[src/rtl/ddo_mul.sv]
module ddo_mul (
  input  logic        clk_i,
  input  logic [31:0] a_i,
  input  logic [31:0] b_i,
  output logic [63:0] p_o
);

  logic [63:0] p_q;

  // shared unsigned multiplier, product registered
  always_ff @(posedge clk_i) begin
    p_q <= 64'(a_i) * 64'(b_i);
  end

  assign p_o = p_q;

endmodule

[config.mk]
export PLATFORM = sky130hd
export DESIGN_NAME = ddo_mul
export DESIGN_NICKNAME = d
export VERILOG_FILES = /design/src/rtl/ddo_mul.sv
export SDC_FILE = /design/constraint.sdc
export NUM_CORES = 2
export LEC_CHECK = 0
export CORE_ASPECT_RATIO = 0.6
export CORE_MARGIN = 2
export CORE_UTILIZATION = 66
export DETAILED_ROUTE_END_ITERATION = 8
export DONT_BUFFER_PORTS = 1
export PLACE_DENSITY = 0.86
export RECOVER_POWER = 50
export SKIP_CTS_REPAIR_TIMING = 1
export SLEW_MARGIN = 20
export SYNTH_ARGS = -nofsm -noshare
export SYNTH_HDL_FRONTEND = slang
export SYNTH_SLANG_ARGS = --single-unit
export TNS_END_PERCENT = 1
[constraint.sdc]
create_clock -name clk_i -period 14.8 [get_ports clk_i]
set_input_delay 0.74 -clock clk_i [delete_from_list [all_inputs] [get_ports clk_i]]
set_output_delay 0.74 -clock clk_i [all_outputs]
set_load 0.01 [all_outputs]
# Word level (Yosys, flattened, before mapping)
# Index checks and enable logic that the tools add are counted.
# totals
reg_bits	64
out_inout_bits	64
wordCells	2
# op_classes
mul	1
# op_table
op	n
multiplier 32 x 32 -> 64 bit	1

# Depth between registers and ports, before layout
# depth
ltp_word	1
depth_mapped	29
mapped_depth_nobuf	27

# Least setup slack after synthesis
# No wires, ideal clock.
# synth_path
path_kind	input to register
startpoint	input a_i[25]
endpoint	register p_q[62], in the netlist p_o[62]
stages	25
path_slack_ns	7.307
t_arrival_ns	7.421
path_buffers	2
required_ns	14.728
cell_sequence	clkbuf_1 > nand2_1 > fa_1 > inv_1 > fa_1 > inv_1 > fa_1 > inv_1 > fa_1 > fa_1 > fa_1 > fa_1 > inv_1 > fa_1 > inv_1 > ha_1 > buf_2 > nand4_1 > or4_1 > or3_1 > a31oi_1 > a31o_2 > a211oi_1 > o21ai_1 > xor2_1
# synth_between
elab_chain_len	1
# synth_rtl
item	line_no	source
from (decl)	3	input logic [31:0] a_i,
multiplier 32 x 32 -> 64 bit	12	p_q <= 64'(a_i) * 64'(b_i);
to (signal assigned)	12	
to (decl)	8	logic [63:0] p_q;
# No other way between the ends.

# Worst setup path after layout
# layout_path
startpoint	input b_i[8]
endpoint	register p_q[62], in the netlist p_o[62]
# layout_between
elab_chain_len	1
# layout_rtl
item	line_no	source
from (decl)	4	input logic [31:0] b_i,
multiplier 32 x 32 -> 64 bit	12	
# No other way between the ends.

==> flow_metrics.env <==
export IMPL_synth_top_family_by_area="adder cells"
export IMPL_largest_reg_flops=64
export IMPL_synth_area_top_cells="fa_1 52%, and2_1 11%, ha_1 9.5%"
export IMPL_synth_xor_area_share_pct=1.515
export IMPL_io_pins=129
export IMPL_synthesis_nets=4972
export IMPL_synth_top_area_share_pct=51.73
export IMPL_synth_cell_type_count=57
export IMPL_tightest_slew_ps=752.0
export IMPL_num_rows=65
export IMPL_portBuffers=0
export IMPL_synth_compound_area_share_pct=4.153
export IMPL_drtIter0Drc=2848
export IMPL_cp_end_kind="flop"
export IMPL_status="complete, no violations"
export IMPL_grt_overflow_total=0
export IMPL_grt_max_degree=33
export IMPL_wl_per_cell_um=22.90
export IMPL_layout_common_cells="896 x fa_1, 865 x inv_1, 601 x and2_1"
export IMPL_fin_crit_sh_pct=52.34
export IMPL_gr_usage_all_layers_pct=37.84
export IMPL_timing_max_transition_violations_final=0
export IMPL_drive_gt1_share_pct=0.9032
export IMPL_cts_buffer_depth=2
export IMPL_synthFlopType="dfxtp_1"
export IMPL_grt_pass1_wl_um=156300
export IMPL_synth_fa_ha_area_share_pct=61.22
export IMPL_ys_ff_latch=64
export IMPL_dr_pass1_iters=9
export IMPL_critPathLaunchType="input port"
export IMPL_hold_viol_final=0
export IMPL_cp_required_ps=15060
export IMPL_core_um2=52210
export IMPL_rsz0062_at_grt="no"
export IMPL_drcViolationCount=0
export IMPL_wl_um=97320
export IMPL_worst_slew_margin_rel_pct=49.53
export IMPL_setup_violations_final=0
export IMPL_yosysTopAreaCell="fa_1"
export IMPL_num_vias=25388
export IMPL_fp_dieW_um=299.9
export IMPL_cap_violations=0
export IMPL_async_reset_ff_share_pct=0
export IMPL_critPathKind="input port to flop"
export IMPL_netlist_instances=3748
export IMPL_initial_core_util_pct=66.41
export IMPL_cts_sinks=64
export IMPL_synth_simple_area_share_pct=17.62
export IMPL_critPathMaxFanout=32
export IMPL_synth_seq_area_share_pct=3.695
export IMPL_yosys_warnings=0
export IMPL_fmax_ghz=0.1291
export IMPL_synth_edf_count=0
export IMPL_cts_root_buf="clkbuf_16"
export IMPL_first_global_vias=27513
export IMPL_setup_tns_ps=0
export IMPL_antenna_found_initial=0
export IMPL_cts_tree="built"
export IMPL_post_drt_via_cell_ratio=5.974
export IMPL_clkTransAtPathRegs_ps=60
export IMPL_hp_class="input port to flop"
export IMPL_min_period_ps=7746
export IMPL_fin_nets=4763
export IMPL_die_h_um=181.6
export IMPL_htree_levels=3
export IMPL_syn_area_um2=34680
export IMPL_critical_path_arrival_ps=8010
export IMPL_syn_avg_cell_area_um2=9.252
export IMPL_gp_congestion=0.9813
export IMPL_mostFrequentLayoutCell="fa_1"
export IMPL_area_growth_syn_to_layout_pct=1.086
export IMPL_cts_buffers_inserted=9
export IMPL_dieArea_um2=54450
export IMPL_dp_hpwl_um=76280
export IMPL_synthMuxAreaShare_pct=0.02887
export IMPL_ant_nets=0
==> cell families (layout without fill, tap and decap cells) <==
| family | Yosys count | in the layout |
|---|---|---|
| flops | 64 | 64 |
| simple gates | 1177 | 1177 |
| other cells | 0 | 4 |
| compound gates | 202 | 202 |
| xor+xnor | 60 | 60 |
| buf+inv | 1085 | 880 |
| mux | 1 | 1 |
| fa+ha+maj | 1159 | 1159 |
==> metal layers <==
layer / share of wire (%) / vias to the layer above / wire length, um / GRT usage (%)
li1: - / 10405 / - / -
met5: 0.12 / - / 112 / 1.587
met2: 41 / 1966 / 39550 / 53.15
met4: 3.2 / 4 / 3128 / 9.260
met3: 17 / 256 / 16930 / 17.26
met1: 39 / 12757 / 37600 / 53.43
==> cell type report <==
cell class                      instances  area, um^2
Clock buffer                           10       239.0
Multi-Input combinational cell       2599       29310
Sequential cell                        64        1281
Clock inverter                          5       81.33
Antenna cell                            4       10.01
Tap cell                              703       879.6
Inverter                              865        3247
Fill cell                            3914       17160
==> worst paths after layout <==
kind | to | startpoint | cells past startpoint | slack [ps]
max | p_o[62] | b_i[8] | 20 | 7050
min | p_o[0] | b_i[0] | 1 | 540
==> per-stage QoR <==
stage | worst slack [ps] | area, um^2 | utilization, % | hold slack [ps] | cells
after floorplan | 7307 | 34680 | - | 867.3 | 3748
after global placement | 6992 | 34720 | 66.50 | 872.2 | 4231
after detailed placement | 6922 | 34720 | 66.50 | 883.9 | 4231
after CTS | 7220 | 35040 | 67.11 | 534.4 | 4246
after global routing | 6956 | 35040 | 67.11 | 535.3 | 4246
final | 7054 | 35050 | 67.13 | 539.3 | 4250
==> critical path, stage by stage <==
cell,delay [ps]
and2_1,160
fa_1,520
fa_1,620
inv_1,80
fa_1,460
fa_1,550
inv_1,50
fa_1,590
fa_1,450
fa_1,590
fa_1,450
ha_1,440
nand4_1,170
or4_1,570
or3_1,380
a31oi_1,420
a31o_2,270
a211oi_1,110
o21ai_1,180
xor2_1,190
==> cells in the mapped netlist, drive strengths merged (4+ instances only) <==
cell type  count
a31oi         12
and3          14
a221o          4
dfxtp         64
a21o          40
o21ai         26
and2         602
ha           263
a21oi         66
a221oi         4
nand2        480
nor3           7
o31ai          5
inv          865
xor2          25
xnor2         35
fa           896
nand3         10
nand4         23
buf            7
nor2          20
o21bai        11
o21a           9
clkbuf       213
Power is left out: the tool's default activity adds up to more than one toggle a clock period on the data nets, which glitch-free logic cannot reach.
