$ cat src/rtl/ddo_pkg.sv
package ddo_pkg;

  // rotation and position sizing
  localparam int unsigned CORDIC_STEPS   = 20;
  localparam int unsigned POSITION_WIDTH = 32;

  // arctangent table size and step counter width
  localparam int unsigned ATAN_LEN   = 30;
  localparam int unsigned ATAN_IDX_W = 5;
  localparam int unsigned STEP_W     = $clog2(CORDIC_STEPS);

  // datapath widths: travel magnitude, rotated vector, residual angle
  localparam int unsigned TRAV_W = 48;
  localparam int unsigned VEC_W  = 50;
  localparam int unsigned Z_W    = 34;
  localparam int unsigned SUM_W  = ((POSITION_WIDTH > VEC_W) ? POSITION_WIDTH : VEC_W) + 1;

  // apb address width for two word registers
  localparam int unsigned ADDR_W = 3;

  // cordic gain inverse, unsigned q0.32
  localparam logic [31:0] GAIN_INV = 32'h9B74_EDA8;

  // register reset values
  localparam logic [31:0] DIST_RESET = 32'd293178;
  localparam logic [31:0] HEAD_RESET = 32'd141397;

  // saturation limits
  localparam logic signed [SUM_W-1:0] POS_MAX =
    {{(SUM_W-POSITION_WIDTH+1){1'b0}}, {(POSITION_WIDTH-1){1'b1}}};
  localparam logic signed [SUM_W-1:0] POS_MIN = ~POS_MAX;
  localparam logic signed [SUM_W-1:0] OUT_MAX = {{(SUM_W-31){1'b0}}, {31{1'b1}}};
  localparam logic signed [SUM_W-1:0] OUT_MIN = ~OUT_MAX;

  // register index, taken from paddr[2]
  typedef enum logic {
    REG_DIST = 1'b0,
    REG_HEAD = 1'b1
  } reg_idx_e;

  // configuration seen by the datapath
  typedef struct packed {
    logic [31:0] dist_per_tick;
    logic [31:0] heading_per_tick;
  } cfg_t;

  // arctangent of 2^-i in binary angle units
  function automatic logic [31:0] atan_lookup(logic [ATAN_IDX_W-1:0] idx);
    logic [31:0] val;
    case (idx)
      5'd0:    val = 32'h2000_0000;
      5'd1:    val = 32'h12E4_051E;
      5'd2:    val = 32'h09FB_385B;
      5'd3:    val = 32'h0511_11D4;
      5'd4:    val = 32'h028B_0D43;
      5'd5:    val = 32'h0145_D7E1;
      5'd6:    val = 32'h00A2_F61E;
      5'd7:    val = 32'h0051_7C55;
      5'd8:    val = 32'h0028_BE53;
      5'd9:    val = 32'h0014_5F2F;
      5'd10:   val = 32'h000A_2F98;
      5'd11:   val = 32'h0005_17CC;
      5'd12:   val = 32'h0002_8BE6;
      5'd13:   val = 32'h0001_45F3;
      5'd14:   val = 32'h0000_A2FA;
      5'd15:   val = 32'h0000_517D;
      5'd16:   val = 32'h0000_28BE;
      5'd17:   val = 32'h0000_145F;
      5'd18:   val = 32'h0000_0A30;
      5'd19:   val = 32'h0000_0518;
      5'd20:   val = 32'h0000_028C;
      5'd21:   val = 32'h0000_0146;
      5'd22:   val = 32'h0000_00A3;
      5'd23:   val = 32'h0000_0051;
      5'd24:   val = 32'h0000_0029;
      5'd25:   val = 32'h0000_0014;
      5'd26:   val = 32'h0000_000A;
      5'd27:   val = 32'h0000_0005;
      5'd28:   val = 32'h0000_0003;
      5'd29:   val = 32'h0000_0001;
      default: val = 32'h0000_0000;
    endcase
    return val;
  endfunction

  // clamp a wide sum to the position accumulator range
  function automatic logic signed [POSITION_WIDTH-1:0] sat_pos(logic signed [SUM_W-1:0] v);
    logic signed [SUM_W-1:0] r;
    if (v > POS_MAX) begin
      r = POS_MAX;
    end else if (v < POS_MIN) begin
      r = POS_MIN;
    end else begin
      r = v;
    end
    return r[POSITION_WIDTH-1:0];
  endfunction

  // clamp a wide value to the 32-bit output range
  function automatic logic signed [31:0] sat_out(logic signed [SUM_W-1:0] v);
    logic signed [SUM_W-1:0] r;
    if (v > OUT_MAX) begin
      r = OUT_MAX;
    end else if (v < OUT_MIN) begin
      r = OUT_MIN;
    end else begin
      r = v;
    end
    return r[31:0];
  endfunction

endpackage

$ cat src/rtl/ddo_apb_regs.sv
module ddo_apb_regs (
  input  logic                       clk_i,
  input  logic                       rst_ni,
  input  logic                       psel,
  input  logic                       penable,
  input  logic                       pwrite,
  input  logic [ddo_pkg::ADDR_W-1:0] paddr,
  input  logic [31:0]                pwdata,
  output logic [31:0]                prdata,
  output logic                       pready,
  output ddo_pkg::cfg_t              cfg_o
);

  logic [31:0]       dist_q;
  logic [31:0]       head_q;
  logic              wr_en;
  ddo_pkg::reg_idx_e idx;

  assign pready = 1'b1;
  assign wr_en  = psel && penable && pwrite;
  assign idx    = ddo_pkg::reg_idx_e'(paddr[2]);

  // register write on the access phase
  always_ff @(posedge clk_i or negedge rst_ni) begin
    if (!rst_ni) begin
      dist_q <= ddo_pkg::DIST_RESET;
      head_q <= ddo_pkg::HEAD_RESET;
    end else if (wr_en) begin
      unique case (idx)
        ddo_pkg::REG_DIST: dist_q <= pwdata;
        ddo_pkg::REG_HEAD: head_q <= pwdata;
      endcase
    end
  end

  // read mux
  always_comb begin
    unique case (idx)
      ddo_pkg::REG_DIST: prdata = dist_q;
      ddo_pkg::REG_HEAD: prdata = head_q;
    endcase
  end

  assign cfg_o.dist_per_tick    = dist_q;
  assign cfg_o.heading_per_tick = head_q;

endmodule

$ cat config.mk
export PLATFORM = sky130hd
export DESIGN_NAME = ddo_apb_regs
export DESIGN_NICKNAME = d
export VERILOG_FILES = /design/src/rtl/ddo_pkg.sv /design/src/rtl/ddo_apb_regs.sv
export SDC_FILE = /design/constraint.sdc
export NUM_CORES = 1
export LEC_CHECK = 0
export CORE_MARGIN = 5
export CORE_UTILIZATION = 39
export CTS_BUF_LIST = sky130_fd_sc_hd__clkbuf_4 sky130_fd_sc_hd__clkbuf_8
export CTS_CLUSTER_DIAMETER = 150
export CTS_CLUSTER_SIZE = 12
export DETAILED_ROUTE_END_ITERATION = 10
export DONT_BUFFER_PORTS = 1
export SLEW_MARGIN = 40
export SYNTH_ARGS = -nofsm -noshare
export SYNTH_HDL_FRONTEND = slang
export SYNTH_SLANG_ARGS = --single-unit
export TNS_END_PERCENT = 20
$ cat constraint.sdc
create_clock -name clk_i -period 1.1 [get_ports clk_i]
set_clock_uncertainty 0.2 [all_clocks]
set_input_delay 0.055 -clock clk_i [delete_from_list [all_inputs] [get_ports clk_i]]
set_output_delay 0.055 -clock clk_i [all_outputs]
set_load 0.01 [all_outputs]
== After elaboration in Yosys (flattened, before gate mapping) ==
Index checks and enable logic that the tools add are counted.
Storage, ports and cells
  memories kept: 0
  bits in registers: 64
  input port bits: 40
  bits in writable memories: 0
  bits in read-only memories: 0
  bits in latches: 0
Cells by class
  reductions and logical operators: 4
  $lt $le $gt $ge: 0
  bitwise operators: 1
  muxes and demuxes: 1
  $add $sub $neg: 0
  shift operators: 0
  equality and inequality tests: 0
  multiply operators: 0
  div/mod/pow operators: 0
Operators with widths (number)
  one-hot mux 32 bit (2 select lines): 1
  AND reduction 2 bit: 2
  logical AND 1 bit: 2
  NOT 1 bit: 1

== Longest topological paths before layout ==
  depth after elaboration: 3
  depth in mapped cells: 4

== Worst setup path before layout ==
Ideal clock, no wire load.
  kind: input to register
  start: input port paddr[2] (netlist name)
  end: register dist_q[0]
  data required time: 775 ps
  data arrival time: 868 ps
  stages: 4
  path slack: -93 ps
  library setup time: 125 ps
  cells stage by stage: buf_2 > nand4b_4 > buf_6 > mux2_4
Between the ends
  word-level cells in the longest chain between the ends: 2
RTL lines
  start, declared: line ddo_apb_regs.sv:7  | input logic [ddo_pkg::ADDR_W-1:0] paddr,
  NOT 1 bit (no line)
  AND reduction 2 bit (no line)
  end signal, assigned: line ddo_apb_regs.sv:26  | dist_q <= ddo_pkg::DIST_RESET;
  end signal, assigned: line ddo_apb_regs.sv:30  | ddo_pkg::REG_DIST: dist_q <= pwdata;
  end, declared: line ddo_apb_regs.sv:14  | logic [31:0] dist_q;
Every way passes these cells.
A chain may end at the register's enable or synchronous reset.

== Worst setup path in the final report ==
  start: register dist_q[11]
  end: output port prdata[11]
Between the ends
  word-level cells in the longest chain between the ends: 1
RTL lines
  one-hot mux 32 bit (2 select lines): line ddo_apb_regs.sv:38  | unique case (idx)
  end, declared: line ddo_apb_regs.sv:9  | output logic [31:0] prdata,
Every way passes these cells.

==> flow_metrics.py <==
metrics = {
    "status": {
        "outcome": "finished, violations left",
        "violations": "hold timing, setup timing",
    },
    "critical_path": {
        "cp_top_family": "flip-flops",
        "cp-start-kind": "flop",
        "cpPeakStageDelay_ps": 590,
        "cp_slowest_cell": "dfstp_2",
        "crit_chain": "mux2_4",
        "reg2reg_slack_ps": 0,
        "r2r-start": "head_q[19]",
        "worst-path-buf-inv": 0,
        "crit_type": "flop to output pin",
        "r2r_end": "head_q[19]",
        "r2r_cells": 2,
        "cp_data_arrival_time_ps": 1120,
        "crit_fanout": 3,
        "endpoint_kind": "output pin",
        "required_ps": 840,
    },
    "cts": {
        "cts_root_buf": "clkbuf_8",
        "clk_latency_ps": 330,
        "cts_made_buffers": 9,
        "htree_levels": 3,
        "path_clk_slew_ps": 80,
        "hold_buffers": 32,
        "cts_tree": "built",
        "cts_sinks": 64,
        "clockBufferDepth": 2,
    },
    "sta": {
        "grt_setup_unrepaired": "yes",
        "max_freq_mhz": 730,
        "setup_ws_ps": -271,
        "hold_violations": 75,
        "setup_viol_count_final": 95,
        "fin_crit_ps": 1370,
        "fin_crit_sh": 1.25,
        "holdWs_ps": -797,
        "maxSlewViolCount": 0,
        "tns_ps": -11140,
    },
    "drt": {
        "via_count": 1887,
        "dr.pass1.iters": 4,
        "drt.antenna.violating_nets": 0,
        "vias_per_cell": 5.06,
        "drc": 0,
        "wirelength_um": 7430,
        "drtIter0Drc": 28,
        "routedWlPerCell_um": 19.9,
    },
    "power_and_ir_drop": {
        "p_leak_nw": 2.07,
        "power_density_nw_per_um2": 1930,
        "ir_drop_mv": 0.976,
        "p_total_w": 0.00828,
    },
    "cells_and_area": {
        "n_antenna_cell": 0,
        "fin_area_um2": 4300,
        "fillers": 583,
        "nets": 309,
        "area_delta_synth_final_pct": 46.7,
        "mostFrequentLayoutCell": "mux2_4",
        "layout-drive-gt1-share": 0.704,
        "most-common-layout-cells": "mux2_4 (60), buf_6 (48), dfrtp_1 (46)",
    },
    "die": {
        "dieHeight_um": 96.7,
        "row_count": 31,
        "dieArea_um2": 9350,
        "start_util": 0.402,
        "ios": 137,
        "coreArea_um2": 7290,
        "die_x_um": 96.7,
    },
    "global_route": {
        "grt_pass1_wl_um": 11400,
        "grt_max_degree": 65,
        "antenna_found_initial": 0,
        "track_usage": 0.152,
        "grt_pass1_vias": 2079,
        "overflow": 0,
    },
    "job": {
        "drv_cap": 0,
    },
    "logic_synthesis": {
        "synth_nets": 214,
        "ys_ff_latch": 64,
        "yosysSeqAreaShare": 0.553,
        "synth_cell_types": 11,
        "synth.cell_area_um2": 2930,
        "synthesis.instances": 174,
        "syn_area_per_cell_um2": 16.9,
        "ys_warn_count": 0,
    },
    "placed_design": {
        "hpwl_um": 4750,
        "placed_cell_area_um2": 3390,
        "pre_cts_ws_ps": 1.32,
        "gp_congestion": 0.710,
        "io_buffer_count": 0,
    },
    "hold_path": {
        "hold_path_class": "input pin to async pin",
    },
}
## stage by stage
| step | util | instances |
|---|---|---|
| 4_1_cts | 0.570 | 366 |
| 6_report | 0.590 | 373 |
| 5_1_grt | 0.590 | 373 |
| 2_1_floorplan | - | 174 |
| 3_3_place_gp | 0.464 | 311 |
| 3_5_place_dp | 0.464 | 311 |
## cell type report
type	instances	area [µm²]	area share
flip-flops and latches	64	1620	0.378
multi-input cells	99	1350	0.313
repair buffers	95	1010	0.235
clock buffers	9	124	0.0288
well taps	99	124	0.0288
clock inverters	7	72.6	0.0169
## how the worst max path moves through the flow
stage | start | to | depth (start not counted)
final | dist_q[11] | prdata[11] | 1
after global routing | dist_q[11] | prdata[11] | 1
after CTS | dist_q[11] | prdata[11] | 1
after detailed placement | paddr[2] | dist_q[6] | 3
after global placement | paddr[2] | dist_q[6] | 3
after floorplan | paddr[2] | dist_q[0] | 4
## cell usage after synthesis, drive strengths merged
cell    count  area (µm²)
mux2       96        1190
dfrtp      47        1180
dfstp      17         447
buf        11        76.3
conb        1        3.75
nand4       1        12.5
nand4b      1        23.8
## cell families (layout without fill, tap and decap cells)
family | count (synthesis) | count (layout) | synth area share
DFF | 64 | 64 | 0.553
other | 1 | 1 | 0.00128
buffers and inverters | 11 | 111 | 0.0260
muxes | 96 | 96 | 0.407
and+or+nand+nor | 2 | 2 | 0.0124
## registers in the layout (all words and copies together), names as in the netlist
| name | flops |
|---|---|
| dist_q | 32 |
| head_q | 32 |
## timing repair
| action | in CTS | in global routing |
|---|---|---|
| endpoints found under the setup margin | 95 | 99 |
| endpoints found under the hold margin | 128 | 75 |
| buffers inserted | 7 | 7 |
| resized for setup | 54 | 25 |
## per-layer routing
layer  GRT usage  up-vias  part of all wire
li1            -      811                 -
met1       0.171      981              0.38
met2       0.258       83              0.52
met3      0.0561       12             0.080
met4      0.0626        0             0.017
met5           0        -                 0
## power by group
group          switching [W]  internal, W  total (W)
clock               0.000923      0.00104    0.00197
combinational       0.000925      0.00181    0.00274
sequential          0.000591      0.00299    0.00358
total                0.00244      0.00584    0.00828
Note: power is estimated with default switching activity, not from simulation.
